==> config.mk <==
export PLATFORM = sky130hd
export DESIGN_NAME = prebuffered_packet_fifo_unit
export DESIGN_NICKNAME = d
export VERILOG_FILES = /design/src/rtl/pbfifo_pkg.sv /design/src/rtl/pbfifo_ram.sv /design/src/rtl/pbfifo_ctrl.sv /design/src/rtl/pbfifo_dp.sv /design/src/rtl/prebuffered_packet_fifo_unit.sv
export VERILOG_INCLUDE_DIRS = /design/src /design/src/rtl
export SDC_FILE = /design/constraint.sdc
export NUM_CORES = 1
export LEC_CHECK = 0
export BUFFER_PORTS_ARGS = -buffer_cell sky130_fd_sc_hd__buf_2
export CORE_MARGIN = 3
export CORE_UTILIZATION = 35
export CTS_BUF_LIST = sky130_fd_sc_hd__clkbuf_8
export CTS_CLUSTER_SIZE = 28
export DETAILED_ROUTE_END_ITERATION = 12
export PLACE_DENSITY = 0.48
export SETUP_SLACK_MARGIN = 0.4
export SYNTH_ARGS = -nofsm -noshare
export SYNTH_HDL_FRONTEND = slang
export SYNTH_SLANG_ARGS = --single-unit
==> constraint.sdc <==
create_clock -name clk -period 7 [get_ports clk]
set_clock_uncertainty 0.1 [all_clocks]
set_input_delay 0 -clock clk [delete_from_list [all_inputs] [get_ports clk]]
set_output_delay 0 -clock clk [all_outputs]
set_load 0.02 [all_outputs]
==> src/rtl/prebuffered_packet_fifo_unit_macros.svh <==
// ----------------------------------------------------------------------------
// prebuffered packet fifo assertion macros
// shared property wrappers, clocked on clk and held off during reset
// ----------------------------------------------------------------------------
`ifndef PREBUFFERED_PACKET_FIFO_UNIT_MACROS_SVH
`define PREBUFFERED_PACKET_FIFO_UNIT_MACROS_SVH

// same-cycle implication
`define PBF_ASSERT_NOW(label, ante, cons, msg) \
    label: assert property (@(posedge clk) disable iff (!rst_n) (ante) |-> (cons)) \
        else $error(msg);

// next-cycle implication
`define PBF_ASSERT_NEXT(label, ante, cons, msg) \
    label: assert property (@(posedge clk) disable iff (!rst_n) (ante) |=> (cons)) \
        else $error(msg);

`endif

==> src/rtl/pbfifo_pkg.sv <==
// ----------------------------------------------------------------------------
// pbfifo_pkg
// shared types and codes of the prebuffered packet fifo
// ----------------------------------------------------------------------------
`default_nettype none

package pbfifo_pkg;

    localparam int CMD_W    = 2;
    localparam int PKT_W    = 32;
    localparam int STATUS_W = 2;
    localparam int CFG_W    = 5;
    localparam int LVL_W    = 5;
    localparam int IDX_W    = 2;

    // commands
    localparam logic [CMD_W-1:0] CMD_PUSH  = 2'd0;
    localparam logic [CMD_W-1:0] CMD_POP   = 2'd1;
    localparam logic [CMD_W-1:0] CMD_PURGE = 2'd2;

    // result status
    localparam logic [STATUS_W-1:0] STATUS_OK    = 2'd0;
    localparam logic [STATUS_W-1:0] STATUS_FULL  = 2'd1;
    localparam logic [STATUS_W-1:0] STATUS_EMPTY = 2'd2;

    // register indexes
    localparam logic [IDX_W-1:0] REG_FULL_MARK  = 2'd0;
    localparam logic [IDX_W-1:0] REG_POP_FLOOR  = 2'd1;
    localparam logic [IDX_W-1:0] REG_LIFT_COUNT = 2'd2;
    localparam logic [IDX_W-1:0] REG_DROP_COUNT = 2'd3;

    // register reset values
    localparam logic [CFG_W-1:0] FULL_MARK_RST  = 5'd10;
    localparam logic [CFG_W-1:0] POP_FLOOR_RST  = 5'd1;
    localparam logic [CFG_W-1:0] LIFT_COUNT_RST = 5'd0;
    localparam logic [CFG_W-1:0] DROP_COUNT_RST = 5'd1;

    typedef struct packed {
        logic [CMD_W-1:0] cmd;
        logic [PKT_W-1:0] packet_data;
    } req_t;

    typedef struct packed {
        logic [STATUS_W-1:0] status;
        logic [PKT_W-1:0]    packet_out;
        logic                out_valid;
        logic [LVL_W-1:0]    fill_level;
        logic [LVL_W-1:0]    dropped;
        logic                prebuffering;
    } rsp_t;

    // controller to datapath
    typedef struct packed {
        logic accept;
        logic fill_pkt;
    } ctrl_cmd_t;

    // datapath to controller
    typedef struct packed {
        logic pop_ok;
    } dp_stat_t;

endpackage

`default_nettype wire

==> src/rtl/pbfifo_ram.sv <==
// ----------------------------------------------------------------------------
// pbfifo_ram
// simple dual-port ram, one write and one registered read per cycle
// ----------------------------------------------------------------------------
`default_nettype none

module pbfifo_ram #(
    parameter int WIDTH = 32,
    parameter int DEPTH = 16,
    localparam int AW   = (DEPTH > 1) ? $clog2(DEPTH) : 1
) (
    input  wire logic             clk,
    input  wire logic             wr_en,
    input  wire logic [AW-1:0]    wr_addr,
    input  wire logic [WIDTH-1:0] wr_data,
    input  wire logic             rd_en,
    input  wire logic [AW-1:0]    rd_addr,
    output logic      [WIDTH-1:0] rd_data
);

    logic [WIDTH-1:0] mem [DEPTH];

    always_ff @(posedge clk)
    begin
        if (wr_en)
        begin
            mem[wr_addr] <= wr_data;
        end
        if (rd_en)
        begin
            rd_data <= mem[rd_addr];
        end
    end

endmodule

`default_nettype wire

==> src/rtl/pbfifo_ctrl.sv <==
// ----------------------------------------------------------------------------
// pbfifo_ctrl
// request sequencing and output register occupancy
// ----------------------------------------------------------------------------
`default_nettype none

module pbfifo_ctrl (
    input  wire logic                  clk,
    input  wire logic                  rst_n,
    input  wire logic                  req_valid,
    output logic                       req_stall,
    output logic                       rsp_valid,
    input  wire logic                  rsp_stall,
    input  wire pbfifo_pkg::dp_stat_t  stat,
    output pbfifo_pkg::ctrl_cmd_t      cmd
);

    import pbfifo_pkg::*;

    typedef enum logic [1:0] {
        S_IDLE = 2'b01,
        S_READ = 2'b10
    } state_t;

    state_t state_reg;
    state_t state_next;
    logic   out_full_reg;
    logic   out_full_next;
    logic   slot_free;
    logic   load_now;

    // the output slot can take a result if empty or drained this cycle
    assign slot_free = !out_full_reg || !rsp_stall;
    assign rsp_valid = out_full_reg;

    always_comb
    begin
        state_next   = state_reg;
        req_stall    = 1'b1;
        cmd.accept   = 1'b0;
        cmd.fill_pkt = 1'b0;
        load_now     = 1'b0;
        case (state_reg)
            S_IDLE:
            begin
                req_stall  = !slot_free;
                cmd.accept = req_valid && slot_free;
                if (cmd.accept)
                begin
                    if (stat.pop_ok)
                    begin
                        state_next = S_READ;
                    end
                    else
                    begin
                        load_now = 1'b1;
                    end
                end
            end
            S_READ:
            begin
                // packet word lands from the store
                cmd.fill_pkt = 1'b1;
                load_now     = 1'b1;
                state_next   = S_IDLE;
            end
            default:
            begin
                state_next = S_IDLE;
            end
        endcase
    end

    always_comb
    begin
        out_full_next = out_full_reg;
        if (out_full_reg && !rsp_stall)
        begin
            out_full_next = 1'b0;
        end
        if (load_now)
        begin
            out_full_next = 1'b1;
        end
    end

    always_ff @(posedge clk or negedge rst_n)
    begin
        if (!rst_n)
        begin
            state_reg    <= S_IDLE;
            out_full_reg <= 1'b0;
        end
        else
        begin
            state_reg    <= state_next;
            out_full_reg <= out_full_next;
        end
    end

endmodule

`default_nettype wire

==> src/rtl/pbfifo_dp.sv <==
// ----------------------------------------------------------------------------
// pbfifo_dp
// config registers, ring pointers, packet store and result register
// ----------------------------------------------------------------------------
`default_nettype none

module pbfifo_dp #(
    parameter int DEPTH      = 16,
    parameter int DATA_WIDTH = 32
) (
    input  wire logic                                clk,
    input  wire logic                                rst_n,
    input  wire logic                                cfg_wr,
    input  wire logic [pbfifo_pkg::IDX_W-1:0]        cfg_index,
    input  wire logic [pbfifo_pkg::CFG_W-1:0]        cfg_data,
    input  wire pbfifo_pkg::req_t                    req,
    input  wire pbfifo_pkg::ctrl_cmd_t               cmd,
    output pbfifo_pkg::dp_stat_t                     stat,
    output pbfifo_pkg::rsp_t                         rsp
);

    import pbfifo_pkg::*;

    localparam int AW    = (DEPTH > 1) ? $clog2(DEPTH) : 1;
    localparam int SUM_W = AW + 1;
    localparam int CNT_W = $clog2(DEPTH + 1);
    localparam int CMP_W = (CNT_W > CFG_W) ? CNT_W : CFG_W;

    logic [CFG_W-1:0] full_mark_reg;
    logic [CFG_W-1:0] pop_floor_reg;
    logic [CFG_W-1:0] lift_count_reg;
    logic [CFG_W-1:0] drop_count_reg;

    logic [AW-1:0]    head_reg;
    logic [AW-1:0]    head_next;
    logic [CNT_W-1:0] count_reg;
    logic [CNT_W-1:0] count_next;
    logic             lifting_reg;
    logic             lifting_next;
    rsp_t             rsp_reg;
    rsp_t             rsp_next;

    logic [CFG_W-1:0] mx_raw;
    logic [CMP_W-1:0] mx;
    logic [CMP_W-1:0] min_eff;
    logic [CMP_W-1:0] lift_eff;
    logic [CMP_W-1:0] drop_eff;
    logic [CMP_W-1:0] cnt_ext;
    logic [CMP_W-1:0] drop_amt;
    logic [CMP_W-1:0] cnt_push;
    logic             full;
    logic             reject;
    logic [AW-1:0]    head_drop;
    logic [AW-1:0]    head_pop;
    logic [AW-1:0]    wr_addr;
    logic             wr_en;
    logic             rd_en;
    logic [DATA_WIDTH-1:0] rd_data;

    function automatic logic [CMP_W-1:0] clamp(input logic [CMP_W-1:0] v,
                                               input logic [CMP_W-1:0] top);
        return (v > top) ? top : v;
    endfunction

    // ring index add, sum always below twice the depth
    function automatic logic [AW-1:0] wrap(input logic [SUM_W-1:0] s);
        return (s >= SUM_W'(DEPTH)) ? AW'(s - SUM_W'(DEPTH)) : AW'(s);
    endfunction

    assign mx_raw   = (full_mark_reg == '0) ? CFG_W'(1) : full_mark_reg;
    assign mx       = clamp(CMP_W'(mx_raw), CMP_W'(DEPTH));
    assign min_eff  = clamp(CMP_W'(pop_floor_reg), mx);
    assign lift_eff = clamp(CMP_W'(lift_count_reg), mx);
    assign drop_eff = clamp(CMP_W'(drop_count_reg), mx);
    assign cnt_ext  = CMP_W'(count_reg);

    assign full     = cnt_ext >= mx;
    assign reject   = full && (drop_eff == '0);
    assign drop_amt = (full && !reject) ? clamp(drop_eff, cnt_ext) : '0;
    assign cnt_push = cnt_ext - drop_amt + CMP_W'(1);

    assign head_drop = wrap({1'b0, head_reg} + SUM_W'(drop_amt));
    assign head_pop  = wrap({1'b0, head_reg} + SUM_W'(1));
    // tail slot is the same before and after dropping
    assign wr_addr   = wrap({1'b0, head_reg} + SUM_W'(count_reg));

    assign stat.pop_ok = (req.cmd == CMD_POP) && !lifting_reg && (count_reg != '0)
                         && (cnt_ext >= min_eff);

    assign wr_en = cmd.accept && (req.cmd == CMD_PUSH) && !reject;
    assign rd_en = cmd.accept && stat.pop_ok;

    pbfifo_ram #(
        .WIDTH (DATA_WIDTH),
        .DEPTH (DEPTH)
    ) u_store (
        .clk     (clk),
        .wr_en   (wr_en),
        .wr_addr (wr_addr),
        .wr_data (DATA_WIDTH'(req.packet_data)),
        .rd_en   (rd_en),
        .rd_addr (head_reg),
        .rd_data (rd_data)
    );

    always_comb
    begin
        head_next    = head_reg;
        count_next   = count_reg;
        lifting_next = lifting_reg;
        rsp_next     = rsp_reg;
        if (cmd.accept)
        begin
            rsp_next.status     = STATUS_OK;
            rsp_next.packet_out = '0;
            rsp_next.out_valid  = 1'b0;
            rsp_next.dropped    = '0;
            case (req.cmd)
                CMD_PUSH:
                begin
                    if (reject)
                    begin
                        rsp_next.status = STATUS_FULL;
                    end
                    else
                    begin
                        head_next        = head_drop;
                        count_next       = CNT_W'(cnt_push);
                        rsp_next.dropped = LVL_W'(drop_amt);
                        if (lifting_reg && (cnt_push >= lift_eff))
                        begin
                            lifting_next = 1'b0;
                        end
                    end
                end
                CMD_POP:
                begin
                    if (stat.pop_ok)
                    begin
                        head_next  = head_pop;
                        count_next = count_reg - CNT_W'(1);
                        if (count_reg == CNT_W'(1))
                        begin
                            lifting_next = 1'b1;
                        end
                    end
                    else
                    begin
                        rsp_next.status = STATUS_EMPTY;
                    end
                end
                CMD_PURGE:
                begin
                    head_next    = '0;
                    count_next   = '0;
                    lifting_next = 1'b1;
                end
                default:
                begin
                end
            endcase
            rsp_next.fill_level   = LVL_W'(count_next);
            rsp_next.prebuffering = lifting_next;
        end
        if (cmd.fill_pkt)
        begin
            rsp_next.packet_out = PKT_W'(rd_data);
            rsp_next.out_valid  = 1'b1;
        end
    end

    always_ff @(posedge clk or negedge rst_n)
    begin
        if (!rst_n)
        begin
            full_mark_reg  <= FULL_MARK_RST;
            pop_floor_reg  <= POP_FLOOR_RST;
            lift_count_reg <= LIFT_COUNT_RST;
            drop_count_reg <= DROP_COUNT_RST;
            head_reg       <= '0;
            count_reg      <= '0;
            lifting_reg    <= 1'b1;
        end
        else
        begin
            head_reg    <= head_next;
            count_reg   <= count_next;
            lifting_reg <= lifting_next;
            if (cfg_wr)
            begin
                case (cfg_index)
                    REG_FULL_MARK:  full_mark_reg  <= cfg_data;
                    REG_POP_FLOOR:  pop_floor_reg  <= cfg_data;
                    REG_LIFT_COUNT: lift_count_reg <= cfg_data;
                    REG_DROP_COUNT: drop_count_reg <= cfg_data;
                    default:
                    begin
                    end
                endcase
            end
        end
    end

    always_ff @(posedge clk)
    begin
        rsp_reg <= rsp_next;
    end

    assign rsp = rsp_reg;

endmodule

`default_nettype wire

==> src/rtl/prebuffered_packet_fifo_unit.sv <==
// Prebuffered packet FIFO: push, pop and purge requests enter on the req channel and each
// gives exactly one result on the rsp channel. A successful pop also passes S_READ, as
// the packet store is a RAM with a registered read port and the word is fetched in the
// cycle after the request; other requests skip it. Overflow dropping only advances the
// head pointer. The result sits in an output register, so the next request is taken in
// the cycle its predecessor's result is taken. No clearing pass runs after reset; store
// words are only read after they were pushed. Configuration, always ready, goes through
// cfg_valid/cfg_index/cfg_data; write it only while idle, which the block does not enforce.
// ----------------------------------------------------------------------------
// prebuffered_packet_fifo_unit
// packet fifo with prebuffering phase and drop-oldest (or, with a zero drop count, reject) overflow handling
// ----------------------------------------------------------------------------
`default_nettype none

`include "prebuffered_packet_fifo_unit_macros.svh"

module prebuffered_packet_fifo_unit #(
    parameter int DEPTH      = 16,
    parameter int DATA_WIDTH = 32
) (
    input  wire logic                          clk,
    input  wire logic                          rst_n,
    input  wire logic                          req_valid,
    output logic                               req_stall,
    input  wire pbfifo_pkg::req_t              req,
    output logic                               rsp_valid,
    input  wire logic                          rsp_stall,
    output pbfifo_pkg::rsp_t                   rsp,
    input  wire logic                          cfg_valid,
    output logic                               cfg_ready,
    input  wire logic [pbfifo_pkg::IDX_W-1:0]  cfg_index,
    input  wire logic [pbfifo_pkg::CFG_W-1:0]  cfg_data
);

    import pbfifo_pkg::*;

    ctrl_cmd_t ctrl_cmd;
    dp_stat_t  dp_stat;

    assign cfg_ready = 1'b1;

    pbfifo_ctrl u_ctrl (
        .clk       (clk),
        .rst_n     (rst_n),
        .req_valid (req_valid),
        .req_stall (req_stall),
        .rsp_valid (rsp_valid),
        .rsp_stall (rsp_stall),
        .stat      (dp_stat),
        .cmd       (ctrl_cmd)
    );

    pbfifo_dp #(
        .DEPTH      (DEPTH),
        .DATA_WIDTH (DATA_WIDTH)
    ) u_dp (
        .clk       (clk),
        .rst_n     (rst_n),
        .cfg_wr    (cfg_valid && cfg_ready),
        .cfg_index (cfg_index),
        .cfg_data  (cfg_data),
        .req       (req),
        .cmd       (ctrl_cmd),
        .stat      (dp_stat),
        .rsp       (rsp)
    );

    // a granted pop always completes with the store word next cycle
    `PBF_ASSERT_NEXT(a_pop_fetch, ctrl_cmd.accept && dp_stat.pop_ok, ctrl_cmd.fill_pkt, "pop fetch lost")
    // fetched word never overwrites a pending result
    `PBF_ASSERT_NOW(a_fetch_slot, ctrl_cmd.fill_pkt, !rsp_valid, "fetch into occupied output")
    // a returned packet always carries ok status
    `PBF_ASSERT_NOW(a_pkt_status, rsp_valid && rsp.out_valid, rsp.status == STATUS_OK, "packet with bad status")
    // a rejected push drops nothing and returns no packet
    `PBF_ASSERT_NOW(a_reject_clean, rsp_valid && rsp.status == STATUS_FULL, rsp.dropped == '0 && !rsp.out_valid, "reject with side effects")

endmodule

`default_nettype wire
# ---- Word-level counts from Yosys, hierarchy flattened
# Memories as Yosys holds them, arrays and structs flattened. A register that Yosys moved wholly into a read port is not among the register bits.
# Index checks and enable logic that the tools add are counted.
dict set report totals {
  regBits 79
  mem_count 1
  ram_bits 512
  elab_cells 122
  in_bits 46
}
# memory words word_bits rd rd_ports_with_merged_regs write_ports line_no
set mem_list {}
lappend mem_list {u_dp.u_store.mem 16 32 1 1 1 pbfifo_ram.sv:21} ;# logic [WIDTH-1:0] mem [DEPTH];
dict set report op_classes {
  n_mux 41
  n_lt_le_gt_ge 11
  n_eq_ne 12
  addsub 9
  bitwise_logic 1
  n_reduce_logical 32
}
# operator n
set ops {}
lappend ops {{$mux W5} 11}
lappend ops {{$mux W44} 1}
lappend ops {{$mux W33} 1}
lappend ops {{$gt A5 B5 Y1} 4}
lappend ops {{$mux W4} 5}
lappend ops {{$ge A5 B5 Y1} 3}
lappend ops {{$ge A5 B5 Y1 const B} 3}
lappend ops {{$pmux W5 S3} 1}
lappend ops {{$mux W1} 14}
lappend ops {{$pmux W4 S3} 1}
lappend ops {{$sub A4 B1 Y4 const B} 3}
lappend ops {{$logic_and A1 B1 Y1} 11}
lappend ops {{$add A4 B5 Y5} 2}
lappend ops {{$logic_not A5 Y1} 2}
lappend ops {{$reduce_and A2 Y1} 5}
lappend ops {{$eq A2 B2 Y1 const B} 4}
lappend ops {{$mux W2} 4}
lappend ops {{$eq A2 B1 Y1 const B} 3}
lappend ops {{$ne A2 B1 Y1 const B} 3}
lappend ops {{$add A4 B1 Y5 const B} 1}
lappend ops {{$add A5 B1 Y5 const B} 1}
lappend ops {{$eq A5 B1 Y1 const B} 1}
lappend ops {{$gt A5 B5 Y1 const B} 1}
lappend ops {{$logic_not A1 Y1} 5}
lappend ops {{other kinds (14)} 16}

# ---- Logic depth before layout (Yosys ltp)
# Gate-level depths: netlist of run 1.
dict set report logic_depth {
  word_depth 20
  mapped_depth 26
  depth_no_buf 26
}

# ---- Modules after synthesis
# Synthesis of run 1 repeated with hierarchy kept, for this count alone.
dict set report hier_totals {
  cells_unflattened 1275
  area_unflattened_um2 25062.8
}
# mod instances area_per_inst_um2 cells_each
set by_module_without_submodules {}
lappend by_module_without_submodules {pbfifo_ram 1 20155.6 838}
lappend by_module_without_submodules {pbfifo_dp 1 4732.0 419}
lappend by_module_without_submodules {pbfifo_ctrl 1 163.9 16}
lappend by_module_without_submodules {prebuffered_packet_fifo_unit 1 11.3 2}

# ---- Least setup slack after synthesis of run 1
# Ideal clock, no wire load.
dict set report synth_timing {
  kind {register to register}
  from {register u_dp.full_mark_reg[1]}
  to {register u_dp.rsp_reg, in the netlist u_dp.rsp[0] (data pin)}
  arrival_time_ns 5.183
  synth_period_minus_slack_ns 5.548
  stages_incl_launch_ff 24
  setup_ns 0.266
  n_path_buf 0
  slack_ns 1.452
  required_ns 6.634
  cell_sequence {dfstp_2 -> nor2b_1 -> inv_1 -> ha_1 -> nor2b_1 -> o31a_1 -> o21ai_0 -> mux2_2 -> ha_1 -> o21a_1 -> o31ai_1 -> a21oi_1 -> nor2_1 -> a211o_1 -> ha_1 -> ha_1 -> a21o_1 -> a21oi_1 -> xor2_1 -> xnor2_1 -> ha_1 -> a21oi_1 -> o32ai_1 -> o21ai_0}
}
dict set report synth_between {
  elab_chain_cells 18
  word_cells_on_any_way 28
}
# item line_no
set synth_lines {}
lappend synth_lines {{start: declaration} pbfifo_dp.sv:29} ;# logic [CFG_W-1:0] full_mark_reg;
lappend synth_lines {{start signal: assignment} pbfifo_dp.sv:192} ;# REG_FULL_MARK: full_mark_reg <= cfg_data;
lappend synth_lines {{$logic_not A5 Y1} pbfifo_dp.sv:70} ;# assign mx_raw = (full_mark_reg == '0) ? CFG_W'(1) : full_mark_reg;
lappend synth_lines {{$mux W5 (*)} pbfifo_dp.sv:70}
lappend synth_lines {{$gt A5 B5 Y1} pbfifo_dp.sv:62} ;# return (v > top) ? top : v;
lappend synth_lines {{$mux W5 (*)} pbfifo_dp.sv:62}
lappend synth_lines {{parallel branches: the longest is 13 deep, another holds $gt A5 B5 Y1} --}
lappend synth_lines {{$pmux W1 S3 (*)} pbfifo_dp.sv:118} ;# case (req.cmd)
lappend synth_lines {{end signal: assignment} pbfifo_dp.sv:206} ;# rsp_reg <= rsp_next;
lappend synth_lines {{end: declaration} pbfifo_dp.sv:40} ;# rsp_t rsp_reg;
# Every way passes the cells marked *.
# A chain may end at the register's enable or synchronous reset.

# ---- Worst setup path after layout of run 1
dict set report layout_timing {
  from {register u_dp.full_mark_reg[1]}
  to {register u_dp.rsp_reg, in the netlist u_dp.rsp[0] (data pin)}
}
dict set report layout_between {
  elab_chain_cells 18
  word_cells_on_any_way 28
}
# item line_no
set layout_lines {}
lappend layout_lines {{$logic_not A5 Y1} pbfifo_dp.sv:70}
lappend layout_lines {{$mux W5 (*)} pbfifo_dp.sv:70}
lappend layout_lines {{$gt A5 B5 Y1} pbfifo_dp.sv:62}
lappend layout_lines {{$mux W5 (*)} pbfifo_dp.sv:62}
lappend layout_lines {{parallel branches: the longest is 6 deep, another holds $gt A5 B5 Y1} --}
lappend layout_lines {{$mux W5 (*)} pbfifo_dp.sv:79} ;# assign drop_amt = (full && !reject) ? clamp(drop_eff, cnt_ext) : '0;
lappend layout_lines {{named net u_dp.drop_amt[1]} pbfifo_dp.sv:49} ;# logic [CMP_W-1:0] drop_amt;
lappend layout_lines {{$sub A5 B5 Y5 (*)} pbfifo_dp.sv:80} ;# assign cnt_push = cnt_ext - drop_amt + CMP_W'(1);
lappend layout_lines {{$add A5 B1 Y5 (*)} pbfifo_dp.sv:80}
lappend layout_lines {{$ge A5 B5 Y1 (*)} pbfifo_dp.sv:130} ;# if (lifting_reg && (cnt_push >= lift_eff))
lappend layout_lines {{$logic_and A1 B1 Y1 (*)} pbfifo_dp.sv:130}
lappend layout_lines {{$mux W1 (*)} pbfifo_dp.sv:130}
lappend layout_lines {{$mux W1 (*)} pbfifo_dp.sv:121} ;# if (reject)
lappend layout_lines {{$pmux W1 S3 (*)} pbfifo_dp.sv:118}
# Mark *: on every way through the listed nets, which the timed path passes.

==> results of run 1 <==
per-stage QoR:
stage          utilization  setup WS [ns]  area, um^2
2_1_floorplan            -           1.45       25000
3_3_place_gp         0.381           1.01       26800
3_5_place_dp         0.381          0.850       26800
4_1_cts              0.416          0.805       29300
5_1_grt              0.416          0.414       29300
6_report             0.416          0.909       29300
cell usage after synthesis (4+ instances only):
cell / n
o21ai_0: 17
nor3_1: 5
ha_1: 52
buf_1: 15
edfxtp_1: 589
a21o_1: 12
mux4_2: 160
nand2_1: 26
nand4_1: 4
clkbuf_1: 30
nand3_1: 11
mux2i_1: 14
inv_1: 22
dfstp_2: 6
mux2_2: 22
nor2b_1: 10
nor2_1: 37
dfrtp_1: 27
xnor2_1: 6
a21oi_1: 18
and3_1: 4
and2_1: 34
nand2b_1: 8
logic make-up after synthesis:
kind of cell,count (synthesis),share of synthesized area
flops,623,0.741
mux,196,0.159
simple gates,152,0.0319
compound gates,89,0.0253
buf+inv,70,0.0110
fa+ha+maj,55,0.0284
xor+xnor,9,0.00315
other cells,1,0.000150
metal layers:
metal / vias to the layer above / wire length, um
met5: - / 13
met4: 2 / 1580
met3: 104 / 2120
met2: 250 / 31000
met1: 6581 / 26600
li1: 5430 / -
power groups by stage:
stage	Clock, W	Sequential (W)	Combinational, W
2_1_floorplan	0	0.00468	0.00190
3_3_place_gp	0	0.00468	0.00273
3_5_place_dp	0	0.00468	0.00276
4_1_cts	0.00310	0.00461	0.00280
5_1_grt	0.00328	0.00463	0.00302
6_report	0.00299	0.00460	0.00273
repair_timing:
item / in CTS / in global routing
hold endpoints to repair: 586 / 0
setup endpoints to repair: 0 / 2
resized for setup: 0 / 1
hold buffers: 55 / 0
critical path: stages, from the launching register on:
cell and delay, ns:
dfstp_2 0.54, nor2b_1 0.24, inv_1 0.17, ha_1 0.31, nor2b_1 0.15, o31a_1 0.28, o21ai_1 0.31, mux2_2 0.40
ha_1 0.30, nand4_1 0.10, mux2i_1 0.25, a21o_1 0.23, mux2i_1 0.36, nor2_1 0.08, ha_1 0.28, inv_1 0.04
ha_1 0.20, fa_1 0.58, ha_1 0.23, a21o_1 0.16, a21o_1 0.19, a21oi_1 0.15, o32ai_1 0.11, o21ai_0 0.19
final timing paths:
check                                 startpoint               endpoint  slack [ns]  cells after the start
setup reg to reg           u_dp.full_mark_reg[1]            u_dp.rsp[0]        0.91                     23
setup / recovery           u_dp.full_mark_reg[1]            u_dp.rsp[0]        0.91                     23
max in group asynchronous                  rst_n       u_dp.head_reg[0]        6.13                      4
min in group asynchronous                  rst_n       u_dp.lifting_reg        0.44                      3
hold / removal                       cfg_data[2]  u_dp.pop_floor_reg[2]        0.08                      3
hold reg to reg                     u_dp.rsp[11]           u_dp.rsp[11]        0.35                      1
final cells by class:
| class | count | area, um^2 | area share |
|---|---|---|---|
| diodes | 2 | 5.00 | 0.000171 |
| clock buffers | 112 | 1540 | 0.0526 |
| clock inverters | 77 | 382 | 0.0130 |
| inverters | 22 | 82.6 | 0.00282 |
| multi-input cells | 502 | 6350 | 0.217 |
| flip-flops and latches | 623 | 18600 | 0.633 |
| well taps | 940 | 1180 | 0.0401 |
| repair buffers | 172 | 1220 | 0.0416 |
==> impl_metrics.env, run 1 <==
export IMPL_rsz0062_at_grt="no"
export IMPL_p_clk_frac=0.289
export IMPL_ys_ff_latch=623
export IMPL_synth_edf_count=589
export IMPL_die_h_um=273
export IMPL_hold_viol_final=0
export IMPL_vias=12367
export IMPL_status="finished clean"
export IMPL_ys_types=67
export IMPL_intPower_w=0.00721
export IMPL_syn_nets=1296
export IMPL_first_pass_iters=5
export IMPL_clock_latency_ns=0.68
export IMPL_synth_top_cell_by_area="edfxtp_1"
export IMPL_cts_buffers=104
export IMPL_power_switching_w=0.00311
export IMPL_cp_end_kind="register"
export IMPL_fin_crit_ns=6.09
export IMPL_ys_seq_area_frac=0.741
export IMPL_fin_crit_sh=0.870
export IMPL_placed_cells=2204
export IMPL_yosysWarnings=0
export IMPL_peakVddDrop_v=0.000330
export IMPL_fmax_mhz=164
export IMPL_grt_use_total=0.168
export IMPL_use_met1=0.218
export IMPL_ys_flop_type="edfxtp_1"
export IMPL_nNetsFinal=1526
export IMPL_grt_pass1_vias=13392
export IMPL_synth_top_area_frac=0.707
export IMPL_final_layout_size_suffix_gt1_frac=0.310
export IMPL_worstPathMaxFanout=5
export IMPL_switching_share=0.301
export IMPL_worst_slew_pin_slew_ns=1.16
export IMPL_setup_viol=0
export IMPL_finalSetupTns_ns=0
export IMPL_final_cell_mix="589 x edfxtp_1, 160 x mux4_2, 112 x clkbuf_8"
export IMPL_coreArea_um2=70400
export IMPL_synthTopCellsByArea="edfxtp_1 71%, mux4_2 14%, dfrtp_1 2.7%, ha_1 2.6%, mux2_2 0.99%"
export IMPL_start_util=0.356
export IMPL_syn_area_um2=25000
export IMPL_postCtsSetupBuffers=0
export IMPL_final_common_cell="edfxtp_1"
export IMPL_htree_levels=3
export IMPL_wl_per_cell_um=25.0
export IMPL_seqPwrFrac=0.446
export IMPL_grt_max_degree=106
export IMPL_use_met3=0.0279
export IMPL_num_rows=97
export IMPL_root_buffer="clkbuf_8"
export IMPL_whs_ns=0.0767
export IMPL_p_leak_nw=9.74
export IMPL_grtUsageMet2=0.287
export IMPL_die_w_um=273
export IMPL_combPwrFrac=0.265
export IMPL_antenna_found_initial=3
export IMPL_drc=0
export IMPL_hold_path_class="in2reg"
export IMPL_cts_sinks=623
export IMPL_cap_viol_max_count=0
export IMPL_largest_register_ffs=512
export IMPL_required_ns=7.42
export IMPL_cts_tree="built"
export IMPL_finalPower_w=0.0103
export IMPL_powerDensity_nw_per_um2=352
export IMPL_clockBufferDepth=3
export IMPL_cp_start_kind="register"
export IMPL_syn_inst=1195
export IMPL_grt_pass1_wl_mm=90.9
export IMPL_synthArstFlopShare=0.0530
export IMPL_fp_dieArea_um2=74800
export IMPL_ant_nets=0
export IMPL_num_fill_cells=6299
export IMPL_port_buffers=93
export IMPL_grt_ovfl_total=0
export IMPL_dp_hpwl_mm=32.3
export IMPL_crit_type="reg2reg"
export IMPL_busiest_layer="met2"
export IMPL_gp_congestion=0.836
export IMPL_drt_vias_per_instance=5.05
export IMPL_maxSlewViolCount=0
export IMPL_wl_mm=61.3
export IMPL_clkSlewWorstSetupHoldPaths_ns=0.06
export IMPL_io_pin_count=95
export IMPL_arrival_ns=6.51
export IMPL_final_cells=2450
export IMPL_syn_area_per_cell_um2=20.9
export IMPL_slew_headroom=0.226
export IMPL_syn_to_final_growth_pct=17.1
export IMPL_initialDrtViolationCount=823
(Power assumes the default switching activity.)
==> inputs of run 2 (changes only) <==
--- a/config.mk
+++ b/config.mk
@@ -12,7 +12,7 @@
 export CTS_BUF_LIST = sky130_fd_sc_hd__clkbuf_8
 export CTS_CLUSTER_SIZE = 28
 export DETAILED_ROUTE_END_ITERATION = 12
-export PLACE_DENSITY = 0.48
+export PLACE_DENSITY_LB_ADDON = 0.3
 export SETUP_SLACK_MARGIN = 0.4
 export SYNTH_ARGS = -nofsm -noshare
 export SYNTH_HDL_FRONTEND = slang
==> impl_metrics.env, run 2 (synthesized netlist as in run 1, its figures left out) <==
export IMPL_status="finished clean"
export IMPL_clkSlewWorstSetupHoldPaths_ns=0.06
export IMPL_dp_hpwl_mm=30.9
export IMPL_first_pass_iters=5
export IMPL_root_buffer="clkbuf_8"
export IMPL_arrival_ns=6.45
export IMPL_holdPathStages=3
export IMPL_num_fill_cells=6292
export IMPL_worst_slew_pin_slew_ns=1.17
export IMPL_antenna_found_initial=5
export IMPL_combPwrFrac=0.265
export IMPL_p_clk_frac=0.279
export IMPL_cp_cell_sequence="nor2b_1, inv_1, ha_1, nor2b_1, o31a_1, o21ai_1, mux2_2, ha_1, nand4_1, mux2i_1, a21o_1, mux2i_1, nor2_1, ha_1, inv_1, ha_1, fa_1, ha_1, a21o_1, a21o_1, a21oi_1, o32ai_1, o21ai_0"
export IMPL_port_buffers=93
export IMPL_largest_register_ffs=512
export IMPL_initialDrtViolationCount=924
export IMPL_hold_viol_final=0
export IMPL_final_cell_mix="589 x edfxtp_1, 160 x mux4_2, 105 x clkbuf_8"
export IMPL_num_rows=97
export IMPL_final_common_cell="edfxtp_1"
export IMPL_vias=12396
export IMPL_cts_tree="built"
export IMPL_die_h_um=273
export IMPL_path_common_cell="ha_1"
export IMPL_cap_viol_max_count=0
export IMPL_worstPathMaxFanout=5
export IMPL_required_ns=7.43
export IMPL_clock_latency_ns=0.68
export IMPL_peakVddDrop_v=0.000190
export IMPL_use_met3=0.0301
export IMPL_grtUsageMet2=0.261
export IMPL_cp_start_kind="register"
export IMPL_p_leak_nw=9.72
export IMPL_hold_path_class="in2reg"
export IMPL_cp_end_kind="register"
export IMPL_fin_crit_sh=0.861
export IMPL_grt_use_total=0.155
export IMPL_seqPwrFrac=0.455
export IMPL_worst_r2r_cell_count=23
export IMPL_grt_max_degree=93
export IMPL_rsz0062_at_grt="no"
export IMPL_setup_viol=0
export IMPL_slowest_stage="fa_1"
export IMPL_grt_pass1_wl_mm=85.6
export IMPL_cts_buffers=101
export IMPL_drt_vias_per_instance=5.08
export IMPL_maxSlewViolCount=0
export IMPL_gp_congestion=0.843
export IMPL_io_pin_count=95
export IMPL_grt_pass1_vias=13314
export IMPL_wl_per_cell_um=23.5
export IMPL_syn_to_final_growth_pct=16.7
export IMPL_wl_mm=57.4
export IMPL_power_switching_w=0.00303
export IMPL_finalSetupTns_ns=0
export IMPL_powerDensity_nw_per_um2=347
export IMPL_clockBufferDepth=3
export IMPL_setup_ws_ns=0.976
export IMPL_intPower_w=0.00710
export IMPL_dp_slack_ns=0.873
export IMPL_final_cells=2441
export IMPL_drc=0
export IMPL_placed_cells=2204
export IMPL_die_w_um=273
export IMPL_postCtsSetupBuffers=0
export IMPL_fp_dieArea_um2=74800
export IMPL_cts_sinks=623
export IMPL_coreArea_um2=70400
export IMPL_start_util=0.356
export IMPL_busiest_layer="met2"
export IMPL_nNetsFinal=1522
export IMPL_critPathMaxStageDelay_ns=0.58
export IMPL_fin_crit_ns=6.02
export IMPL_crit_type="reg2reg"
export IMPL_final_layout_size_suffix_gt1_frac=0.309
export IMPL_slew_headroom=0.221
export IMPL_ant_nets=0
export IMPL_htree_levels=3
export IMPL_fmax_mhz=166
export IMPL_final_util=0.415
export IMPL_switching_share=0.299
export IMPL_use_met1=0.207
export IMPL_grt_ovfl_total=0
==> run 2: changes by cell type in the layout (fill, tap and decap cells not counted), moves of 2 or more <==
cell and delta:
inv_1 +6, clkbuf_8 -7, clkinvlp_4 -2, clkinv_1 -11, diode_2 +2, clkinv_2 +3
==> run 2: power by group through the flow <==
stage / combinational [W] / clock, W / sequential (W)
2_1_floorplan: 0.00190 / 0 / 0.00468
3_3_place_gp: 0.00268 / 0 / 0.00469
3_5_place_dp: 0.00270 / 0 / 0.00470
4_1_cts: 0.00275 / 0.00293 / 0.00463
5_1_grt: 0.00296 / 0.00311 / 0.00465
6_report: 0.00269 / 0.00283 / 0.00461
==> run 2: critical path, delay by kind of cell (launching register included) <==
kind,cells,cell delay [ns]
adder cells (fa/ha/maj),6,1.91
flip-flops,1,0.53
AO/OA/AOI/OAI,8,1.57
AND/OR/NAND/NOR,4,0.56
multiplexers,3,0.98
buffers and inverters,2,0.20
==> run 2: final cells by class <==
class	instances	area, um^2	area share
clock buffers	105	1450	0.0495
multi-input cells	502	6350	0.217
repair buffers	171	1220	0.0418
well taps	940	1180	0.0403
inverters	22	82.6	0.00283
diodes	4	10.0	0.000343
flip-flops and latches	623	18600	0.635
clock inverters	74	372	0.0127
==> run 2: final timing paths <==
| check | from | endpoint | slack, ns |
|---|---|---|---|
| worst max register to register | u_dp.full_mark_reg[1] | u_dp.rsp[0] | 0.98 |
| min in group asynchronous | rst_n | u_dp.lifting_reg | 0.43 |
| worst max-delay path | u_dp.full_mark_reg[1] | u_dp.rsp[0] | 0.98 |
| worst min register to register | u_dp.rsp[11] | u_dp.rsp[11] | 0.36 |
| worst min-delay path | cfg_data[2] | u_dp.full_mark_reg[2] | 0.07 |
| max in group asynchronous | rst_n | u_dp.head_reg[2] | 6.13 |
==> run 2: through the flow <==
stage,power (W),area (um^2),hold WS [ns]
2_1_floorplan,0.00658,25000,-0.396
3_3_place_gp,0.00737,26800,0.0504
3_5_place_dp,0.00741,26800,0.0489
4_1_cts,0.0103,29200,0.00906
5_1_grt,0.0107,29200,0.0417
6_report,0.0101,29200,0.0706
==> run 2: metal layers <==
metal  up-vias  routed length (um)
met2       321               28700
met4         2                1140
li1       5428                   -
met1      6557               24900
met5         -                  13
met3        88                2690
==> run 2: what timing repair did <==
action                                  CTS  global route
hold endpoints to repair                585             0
endpoints found under the setup margin    0             3
hold buffers                             54             0
resized for setup                         0             1
